--- src/hdl/u8fsd_pkg.sv ---
// ----------------------------------------------------------------------------
// u8fsd_pkg
// Types, constants and the lead byte classifier shared by the decoder files.
// ----------------------------------------------------------------------------
package u8fsd_pkg;

  localparam int unsigned ByteW = 8;
  localparam int unsigned CntW  = 3;
  localparam int unsigned CpW   = 21;
  localparam int unsigned PayW  = 6;
  localparam int unsigned NumCont = 3;

  localparam logic [ByteW-1:0] ContLo  = 8'b1000_0000;
  localparam logic [ByteW-1:0] ContHi  = 8'b1011_1111;
  localparam logic [ByteW-1:0] E0Lo    = 8'hA0;
  localparam logic [ByteW-1:0] EdHi    = 8'h9F;
  localparam logic [ByteW-1:0] F0Lo    = 8'h90;
  localparam logic [ByteW-1:0] F4Hi    = 8'h8F;
  localparam logic [CpW-1:0]   CpRepl  = 21'h00FFFD;
  localparam logic [CntW-1:0]  MaxAvail = 3'd4;

  typedef struct packed {
    logic [CntW-1:0]  len;  // 0 invalid, 1 ASCII, 2..4 sequence length
    logic [ByteW-1:0] lo;   // allowed range of the second byte
    logic [ByteW-1:0] hi;
  } lead_class_t;

  // What one continuation lane reports back to the merge stage.
  typedef struct packed {
    logic            ok;
    logic [PayW-1:0] pay;
  } lane_res_t;

  typedef struct packed {
    logic [CpW-1:0]  code_point;
    logic [CntW-1:0] consumed_bytes;
  } result_t;

  function automatic lead_class_t classify_lead(input logic [ByteW-1:0] b);
    lead_class_t c;
    c.len = 3'd0;
    c.lo  = ContLo;
    c.hi  = ContHi;
    if (b inside {[8'h00:8'h7F]}) begin
      c.len = 3'd1;
    end else if (b inside {[8'hC2:8'hDF]}) begin
      c.len = 3'd2;
    end else if (b inside {[8'hE0:8'hEF]}) begin
      c.len = 3'd3;
      if (b == 8'hE0) c.lo = E0Lo;
      if (b == 8'hED) c.hi = EdHi;
    end else if (b inside {[8'hF0:8'hF4]}) begin
      c.len = 3'd4;
      if (b == 8'hF0) c.lo = F0Lo;
      if (b == 8'hF4) c.hi = F4Hi;
    end
    return c;
  endfunction

endpackage

--- src/hdl/u8fsd_if.sv ---
// ----------------------------------------------------------------------------
// u8fsd channel interfaces
// Valid/ready channels for the byte window and for the decoded symbol.
// ----------------------------------------------------------------------------
interface u8fsd_in_if;
  logic       valid;
  logic       ready;
  logic [7:0] lead_byte;
  logic [7:0] second_byte;
  logic [7:0] third_byte;
  logic [7:0] fourth_byte;
  logic [2:0] available_bytes;

  modport source (output valid, lead_byte, second_byte, third_byte, fourth_byte,
                  available_bytes, input ready);
  modport sink   (input valid, lead_byte, second_byte, third_byte, fourth_byte,
                  available_bytes, output ready);
endinterface

interface u8fsd_out_if;
  logic        valid;
  logic        ready;
  logic [20:0] code_point;
  logic [2:0]  consumed_bytes;

  modport source (output valid, code_point, consumed_bytes, input ready);
  modport sink   (input valid, code_point, consumed_bytes, output ready);
endinterface

--- src/hdl/u8fsd_lane.sv ---
// ----------------------------------------------------------------------------
// u8fsd_lane
// Checks one continuation byte against its allowed range and strips its
// payload bits.
// ----------------------------------------------------------------------------
module u8fsd_lane
  import u8fsd_pkg::*;
(
  input  logic [ByteW-1:0] byte_in,
  input  logic [ByteW-1:0] lo,
  input  logic [ByteW-1:0] hi,
  output lane_res_t        res
);

  assign res.ok  = (byte_in >= lo) && (byte_in <= hi);
  assign res.pay = byte_in[PayW-1:0];

endmodule

--- src/hdl/u8fsd_merge.sv ---
// ----------------------------------------------------------------------------
// u8fsd_merge
// Combines the lead class, the byte count and the lane reports into the
// decoded code point and its length.
// ----------------------------------------------------------------------------
module u8fsd_merge
  import u8fsd_pkg::*;
(
  input  logic [ByteW-1:0] lead,
  input  lead_class_t      cls,
  input  logic [CntW-1:0]  avail,
  input  lane_res_t        lane [NumCont],
  output result_t          res
);

  logic [CntW-1:0] avail_sat;

  assign avail_sat = (avail > MaxAvail) ? MaxAvail : avail;

  always_comb begin
    res.code_point     = CpRepl;
    res.consumed_bytes = 3'd1;
    if (avail_sat == 3'd0) begin
      res.code_point     = '0;
      res.consumed_bytes = 3'd0;
    end else if (cls.len == 3'd1) begin
      res.code_point = {13'd0, lead};
    end else if (cls.len >= 3'd2 && avail_sat >= cls.len && lane[0].ok) begin
      // Later lanes only count once the sequence is long enough to reach them.
      if (cls.len == 3'd2) begin
        res.code_point     = {10'd0, lead[4:0], lane[0].pay};
        res.consumed_bytes = 3'd2;
      end else if (lane[1].ok) begin
        if (cls.len == 3'd3) begin
          res.code_point     = {5'd0, lead[3:0], lane[0].pay, lane[1].pay};
          res.consumed_bytes = 3'd3;
        end else if (lane[2].ok) begin
          res.code_point     = {lead[2:0], lane[0].pay, lane[1].pay, lane[2].pay};
          res.consumed_bytes = 3'd4;
        end
      end
    end
  end

endmodule

--- src/hdl/utf8_first_symbol_decoder.sv ---
// ----------------------------------------------------------------------------
// utf8_first_symbol_decoder
// Decodes the first UTF-8 symbol of a window of up to four bytes.
// ----------------------------------------------------------------------------
// Usage:
//   in_if carries one window per item: four bytes and the count of valid
//   bytes (counts above four act as four). out_if returns one item per
//   window: the code point and the number of bytes it used, U+FFFD with
//   length 1 on any error, and zero with length 0 for an empty window.
//   Three continuation lanes check bytes two to four in parallel while the
//   lead byte is classified; a merge stage forms the result.
//   Each result is registered in the output queue on acceptance. Throughput
//   is one item per cycle while the queue has room, set by the single decode
//   stage feeding a two-entry output queue. When the receiver stalls the
//   queue fills with up to two results; in_if.ready drops only when both
//   entries are full and rises again in the cycle after one of them is
//   taken. A synchronous reset (rst_n low) empties the queue; no result is
//   shown until a new item is accepted.
// ----------------------------------------------------------------------------
module utf8_first_symbol_decoder
  import u8fsd_pkg::*;
(
  input  logic  clk,
  input  logic  rst_n,
  u8fsd_in_if.sink    in_if,
  u8fsd_out_if.source out_if
);

  lead_class_t cls;
  lane_res_t   lane [NumCont];
  logic [ByteW-1:0] lane_byte [NumCont];
  logic [ByteW-1:0] lane_lo   [NumCont];
  logic [ByteW-1:0] lane_hi   [NumCont];
  result_t     dec;

  result_t     q_r [2];
  logic        wr_ptr_r, wr_ptr_nxt;
  logic        rd_ptr_r, rd_ptr_nxt;
  logic [1:0]  cnt_r, cnt_nxt;
  logic        push, pop;

  assign cls = classify_lead(in_if.lead_byte);

  assign lane_byte[0] = in_if.second_byte;
  assign lane_byte[1] = in_if.third_byte;
  assign lane_byte[2] = in_if.fourth_byte;
  // Only the second byte has a range that depends on the lead byte.
  assign lane_lo[0] = cls.lo;
  assign lane_hi[0] = cls.hi;
  assign lane_lo[1] = ContLo;
  assign lane_hi[1] = ContHi;
  assign lane_lo[2] = ContLo;
  assign lane_hi[2] = ContHi;

  for (genvar i = 0; i < NumCont; i++) begin : g_lane
    u8fsd_lane u_lane (
      .byte_in (lane_byte[i]),
      .lo      (lane_lo[i]),
      .hi      (lane_hi[i]),
      .res     (lane[i])
    );
  end

  u8fsd_merge u_merge (
    .lead  (in_if.lead_byte),
    .cls   (cls),
    .avail (in_if.available_bytes),
    .lane  (lane),
    .res   (dec)
  );

  assign in_if.ready = (cnt_r != 2'd2);
  assign push        = in_if.valid && in_if.ready;
  assign out_if.valid = (cnt_r != 2'd0);
  assign pop         = out_if.valid && out_if.ready;

  assign out_if.code_point     = q_r[rd_ptr_r].code_point;
  assign out_if.consumed_bytes = q_r[rd_ptr_r].consumed_bytes;

  always_comb begin
    wr_ptr_nxt = wr_ptr_r ^ push;
    rd_ptr_nxt = rd_ptr_r ^ pop;
    cnt_nxt    = cnt_r + {1'b0, push} - {1'b0, pop};
  end

  always_ff @(posedge clk) begin
    if (!rst_n) begin
      wr_ptr_r <= 1'b0;
      rd_ptr_r <= 1'b0;
      cnt_r    <= 2'd0;
    end else begin
      wr_ptr_r <= wr_ptr_nxt;
      rd_ptr_r <= rd_ptr_nxt;
      cnt_r    <= cnt_nxt;
    end
  end

  always_ff @(posedge clk) begin
    if (push) begin
      q_r[wr_ptr_r] <= dec;
    end
  end

endmodule

--- src/flat_wrapper.sv ---
// flat-port wrapper written by rule: the top's interface ports become plain ports
module utf8_first_symbol_decoder_flat import u8fsd_pkg::*;
  (clk, rst_n, in_if_valid, in_if_lead_byte, in_if_second_byte, in_if_third_byte, in_if_fourth_byte, in_if_available_bytes, in_if_ready, out_if_valid, out_if_code_point, out_if_consumed_bytes, out_if_ready);
  u8fsd_in_if in_if_i ();
  u8fsd_out_if out_if_i ();
  input  logic clk;
  input  logic rst_n;
  input wire logic [$bits(in_if_i.valid)-1:0] in_if_valid;
  input wire logic [$bits(in_if_i.lead_byte)-1:0] in_if_lead_byte;
  input wire logic [$bits(in_if_i.second_byte)-1:0] in_if_second_byte;
  input wire logic [$bits(in_if_i.third_byte)-1:0] in_if_third_byte;
  input wire logic [$bits(in_if_i.fourth_byte)-1:0] in_if_fourth_byte;
  input wire logic [$bits(in_if_i.available_bytes)-1:0] in_if_available_bytes;
  output wire logic [$bits(in_if_i.ready)-1:0] in_if_ready;
  output wire logic [$bits(out_if_i.valid)-1:0] out_if_valid;
  output wire logic [$bits(out_if_i.code_point)-1:0] out_if_code_point;
  output wire logic [$bits(out_if_i.consumed_bytes)-1:0] out_if_consumed_bytes;
  input wire logic [$bits(out_if_i.ready)-1:0] out_if_ready;
  assign in_if_i.valid = in_if_valid;
  assign in_if_i.lead_byte = in_if_lead_byte;
  assign in_if_i.second_byte = in_if_second_byte;
  assign in_if_i.third_byte = in_if_third_byte;
  assign in_if_i.fourth_byte = in_if_fourth_byte;
  assign in_if_i.available_bytes = in_if_available_bytes;
  assign in_if_ready = in_if_i.ready;
  assign out_if_valid = out_if_i.valid;
  assign out_if_code_point = out_if_i.code_point;
  assign out_if_consumed_bytes = out_if_i.consumed_bytes;
  assign out_if_i.ready = out_if_ready;
  utf8_first_symbol_decoder u_core (.clk(clk), .rst_n(rst_n), .in_if(in_if_i), .out_if(out_if_i));
endmodule
--- config.mk ---
export PLATFORM = sky130hd
export DESIGN_NAME = utf8_first_symbol_decoder_flat
export DESIGN_NICKNAME = d
export VERILOG_FILES = /design/src/hdl/u8fsd_pkg.sv /design/src/hdl/u8fsd_if.sv /design/src/hdl/u8fsd_lane.sv /design/src/hdl/u8fsd_merge.sv /design/src/hdl/utf8_first_symbol_decoder.sv /design/src/flat_wrapper.sv
export SDC_FILE = /design/constraint.sdc
export NUM_CORES = 1
export LEC_CHECK = 0
export BUFFER_PORTS_ARGS = -buffer_cell sky130_fd_sc_hd__buf_2
export CAP_MARGIN = 0
export CORE_MARGIN = 1.5
export CORE_UTILIZATION = 40
export DETAILED_ROUTE_END_ITERATION = 12
export PLACE_DENSITY = 0.74
export RECOVER_POWER = 50
export SLEW_MARGIN = 20
export SYNTH_ARGS = -nofsm -noshare
export SYNTH_HDL_FRONTEND = slang
export SYNTH_HIERARCHICAL = 1
export SYNTH_SLANG_ARGS = --single-unit
--- constraint.sdc ---
create_clock -name clk -period 2.9 [get_ports clk]
set_clock_uncertainty 0.05 [all_clocks]
set_input_delay 0.58 -clock clk [delete_from_list [all_inputs] [get_ports clk]]
set_output_delay 0.58 -clock clk [all_outputs]
set_load 0.02 [all_outputs]
### Yosys cells after proc, flatten, opt, wreduce, memory -nomap -nowiden

Memories as Yosys holds them, arrays and structs flattened. A register that Yosys moved wholly into a read port is not among the register bits.
Cells that the tools add are included.

* register bits after elaboration: 4
* bits in writable memories: 48
* input port bits: 39
* output and inout bits: 26
* logic and storage cells: 68
* memories kept: 1

Memory list
* u_core.q_r: words 2, width 24, rd ports 1, clocked after Yosys merged registers in 1, wr ports 1, RTL line utf8_first_symbol_decoder.sv:36 `result_t q_r [2];`

* add/subtract/negate cells: 2
* magnitude comparators: 17
* equal/unequal tests: 8
* mux-type cells: 22
* bitwise logic cells: 2
* reduce and logical (&&, ||, !) cells: 13

Operators with widths (number)
* 24-bit 2-to-1 mux: 6
* 8-bit >= comparator, second input constant: 5
* 8-bit <= comparator, second input constant: 5
* 19-bit 2-to-1 mux: 2
* 8-bit == test, second input constant: 4
* 16-bit 2-to-1 mux: 2
* 21-bit 2-to-1 mux: 1
* 6-bit 2-to-1 mux: 3
* 3-bit 2-to-1 mux: 4
* 1-bit logical AND: 11
* 8-bit by 1-bit >= comparator with 1-bit output, second input constant: 1
* 8-bit >= comparator: 1
* 8-bit by 7-bit <= comparator with 1-bit output, second input constant: 1
* 8-bit <= comparator: 1
* 3-bit by 2-bit == test with 1-bit output, second input constant: 2
* 5-bit 2-to-1 mux: 1
* 3-bit by 1-bit == test with 1-bit output, second input constant: 1
* 3-bit by 2-bit >= comparator with 1-bit output, second input constant: 1
* 3-bit >= comparator: 1
* 3-bit > comparator, second input constant: 1
* 3-bit logical NOT: 1
* 1-bit 2-to-1 mux: 3
* 2-bit by 1-bit adder with 2-bit output: 1
* 2-bit != test, second input constant: 1
* other kinds (3): 4

### Longest topological paths before layout

* word-level depth: 13
* mapped depth: 12
* depth with buffers taken out: 11

### Hierarchy

The synthesis kept the hierarchy.

Modules (own cells, without submodules)
* utf8_first_symbol_decoder: times used 1, cells each 115, area an instance 2102.0 um^2, seq. area each 1541.5 um^2
* u8fsd_lane: times used 3, cells each 63, area an instance 446.7 um^2, seq. area each 0.0 um^2
* u8fsd_merge: times used 1, cells each 122, area an instance 874.6 um^2, seq. area each 0.0 um^2

### Worst setup path after synthesis

No wires, ideal clock.

* path kind: input -> register
* start: input in_if_lead_byte[4]
* end: memory u_core/q_r[0][10] (netlist name), data pin
* library setup time: 0.266 ns
* data arrival time: 2.854 ns
* required time: 2.584 ns
* path slack: -0.271 ns
* stages: 12
* path buffers: 1
* cell sequence: or4_4 -> nor4b_2 -> inv_1 -> ha_1 -> nand2_1 -> nor3_1 -> a21oi_1 -> a211oi_2 -> o21ai_0 -> nor2_2 -> buf_6 -> o22ai_1

RTL lines
* start, declared: RTL line flat_wrapper.sv:9 `input wire logic [$bits(in_if_i.lead_byte)-1:0] in_if_lead_byte;`
* end, declared: RTL line utf8_first_symbol_decoder.sv:36

==> out/metrics.cfg <==
[layout]
stdcell_count=677
regArea_um2=1540
n_antenna_cell=0
multi_input_area_um2=2580
layout-drive-gt1-share_pct=30.7
layout.nets=634
syn_to_final_growth_pct=19.9
fill_cells=991

[logic_synthesis]
yosysSeqAreaShare_pct=35.7
netlist.area_leader.share_pct=33.4
yosysTopAreaCell=edfxtp_1
avgSynthCellArea_um2=10.1
netlist_instances=426
yosysUniqueCellTypes=58
ys_seq_elements=53
synth-edff-count=48
async_flop_share_pct=0
ys_warn_count=6
ys.flop_type=edfxtp_1
synthTopCellsByArea=edfxtp_1 33%, ha_1 16%, mux2_2 6.3%
syn_area_um2=4320

[run_status]
violations=negative setup slack
status=finished, violations left

[sta]
slew_viol_final=0
rsz0062_at_grt=true
fin_crit_ns=3.01
worst_slew_pin_slew_ns=1.39
tns_ns=-2.93
slew-limit-headroom_pct=7.60
finalWorstSetupSlack_ns=-0.110
finalSetupViolCount=42
min_period_over_period_pct=104
max_freq_mhz=332
final_hold_viol_count=0

[grt]
grt_usage_pct=17.2
antenna_found_initial=0
grt_pass1_vias=3274
grt_max_degree=25
grt.overflow.total=0
grt_pass1_wl_um=15400

[clock_network]
max-clock-path-buffers=2
cts_tree=built
cts_htree_levels=2
numClockSinks=53
clk_pin_slew_ns=0.09
root_buffer=clkbuf_8
worst_skew_pair.late_latency_ns=0.30
cts_buffers=5

[min_path]
min_path_type=flop to flop

[power_and_ir_drop]
internal_power_mw=1.55
power_density_nw_per_um2=456
swShare_pct=34.4
leakagePower_nw=2.31
p_clk_share_pct=16.5
p_switching_uw=811
pwr-share-comb_pct=40.9
ir_drop_mv=0.354
power.sequential.fraction_pct=42.5

[routing]
drt_drc_violations_left=0
viasPerCell=4.95
drtIter0Drc=184
vias=3352
antenna_left=0
post_drt_wl_per_cell_um=14.2
drt-pass1-iter-count=4
totalWireLength_um=9620

[critical_path]
crit_type=input pin to flop
required_ns=2.88
critical_path_arrival_ns=2.99
cp_cell_sequence=buf_8, or4_4, nor4b_4, inv_2, ha_4, a21oi_2, o21ai_1, a21oi_2, a211oi_2, o21ai_1, nor2_2, buf_12, o22ai_1
slowest_stage=or4_4
cp_num_buf_inv=3
cpLargestDelayFamily=simple AND/OR/NAND/NOR gates
critical-path-max-stage-delay_ns=0.55
crit_path_end_kind=flop
critPathMaxFanout=15
worstSetupStartpointType=input pin
r2r_slack_ns=0.56

[floorplanning]
rows=37
start_util_pct=41.4
pin_count=65
fp.dieArea_um2=11400
die_y_um=107
core_um2=10400
die_w_um=107

[placement]
dp_hpwl_um=7720
gp_congestion=0.898
place_inst=668
port_buffers=64

[job]
drv_cap=0

[cell usage after synthesis, types with 3 or more instances]
cell       n
clkbuf_1   3
or3_1      9
buf_6      4
nor2_1    10
edfxtp_1  48
nor2b_1    4
nor3_2     3
o21ai_2    6
inv_1     54
o22ai_1    9
buf_2      7
nor3b_1    4
o21ai_1    3
nand2_1   20
o21ai_0   18
dfxtp_1    5
nand4_2    3
nor3_1     3
nand3b_1  14
o211ai_1   5
a211oi_2   3
a21oi_1   26
and2_1     7
nand3_1    5
buf_4     18
a21boi_1   8
o21bai_2   3
o21bai_1   3
ha_1      55
mux2_2    24
nand2b_1   6
a21o_1     4
nor4_1     3
[sequential cells by signal, summed over array words and instances (netlist names), named ones only]
register         count
u_core/cnt_r         2
u_core/q_r          48
u_core/rd_ptr_r      1
u_core/wr_ptr_r      1
[repair_timing]
action                                  CTS  global route
gates resized for setup                  11            12
hold buffers                              0             0
endpoints found under the setup margin   48            48
pin swaps                                15            12
buffers inserted                          0             1
[kinds of logic after synthesis]
group | share of synthesized area [%]
AND/OR/NAND/NOR | 15.4
AO/OA/AOI/OAI | 15.6
buffers and inverters | 9.94
adder cells (fa/ha/maj) | 15.9
flip-flops | 35.7
multiplexers | 6.72
other | 0.174
XOR/XNOR | 0.522
[power by group through the flow]
stage               Sequential [mW]  Clock (mW)  Combinational, mW
floorplan                      1.01           0              0.684
CTS                            1.00       0.402              0.968
finish                         1.00       0.389              0.966
global route                   1.02       0.424               1.07
global placement               1.01           0              0.935
detailed placement             1.02           0              0.955
[cell type report]
class                           instances  area share, %
Multi-Input combinational cell        329           49.9
Tap cell                              136           3.29
Clock inverter                          1          0.145
Clock buffer                            7           1.47
Inverter                               54           3.92
Sequential cell                        53           29.8
Timing Repair Buffer                   97           11.5
[worst reg2reg max path, cell delays in order, from the launching register on]
cell and delay [ns]:
dfxtp_1 0.37, nand2b_1 0.16, and2_0 0.19, ha_1 0.16, clkbuf_1 1.00
[worst paths after layout]
kind	from	endpoint	cells past startpoint
worst max-delay path	in_if_lead_byte[4]	u_core/q_r[1][3]	13
worst max register to register	u_core/cnt_r[0]	u_core/q_r[1][18]	4
worst min-delay path	u_core/rd_ptr_r	u_core/rd_ptr_r	2
worst min register to register	u_core/rd_ptr_r	u_core/rd_ptr_r	2
[layer usage]
| metal | GRT usage [%] | share of wire [%] |
|---|---|---|
| met3 | 3.16 | 7.0 |
| met5 | 0 | 0 |
| met2 | 29.3 | 48 |
| met1 | 22.1 | 44 |
| met4 | 5.24 | 0.94 |
[metrics by stage]
step	util (%)	setup slack, ns	hold WS [ns]	cell area [um2]	power [mW]
global placement	47.9	-0.425	0.410	4990	1.95
detailed placement	47.9	-0.522	0.425	4990	1.97
CTS	49.2	-0.127	0.438	5120	2.37
floorplan	-	-0.174	0.402	4470	1.69
global route	49.7	-0.252	0.462	5170	2.51
finish	49.7	-0.110	0.435	5170	2.36
[cells in the final DEF, fill, tap and decap left out, types with 4 or more instances in the layout]
| master | Yosys | layout |
|---|---|---|
| buf_2 | 7 | 62 |
| a21oi_1 | 26 | 23 |
| nand2b_1 | 6 | 6 |
| buf_4 | 18 | 30 |
| edfxtp_1 | 48 | 48 |
| nand3b_1 | 14 | 14 |
| nand2_1 | 20 | 19 |
| conb_1 | 2 | 44 |
| inv_1 | 54 | 53 |
| or3_1 | 9 | 9 |
| and2_1 | 7 | 4 |
| ha_1 | 55 | 54 |
| o22ai_1 | 9 | 9 |
| nand3_1 | 5 | 5 |
| o21ai_0 | 18 | 16 |
| mux2_2 | 24 | 24 |
| o21ai_1 | 3 | 5 |
| nor3_2 | 3 | 4 |
| nor3b_1 | 4 | 4 |
| a21boi_1 | 8 | 9 |
| o21ai_2 | 6 | 6 |
| clkbuf_8 | 0 | 5 |
| dfxtp_1 | 5 | 5 |
| nor2b_1 | 4 | 4 |
| o211ai_1 | 5 | 5 |
| a21o_1 | 4 | 4 |
| clkbuf_1 | 3 | 4 |
| nor2_1 | 10 | 10 |
Power figures use the tool's default switching activity.
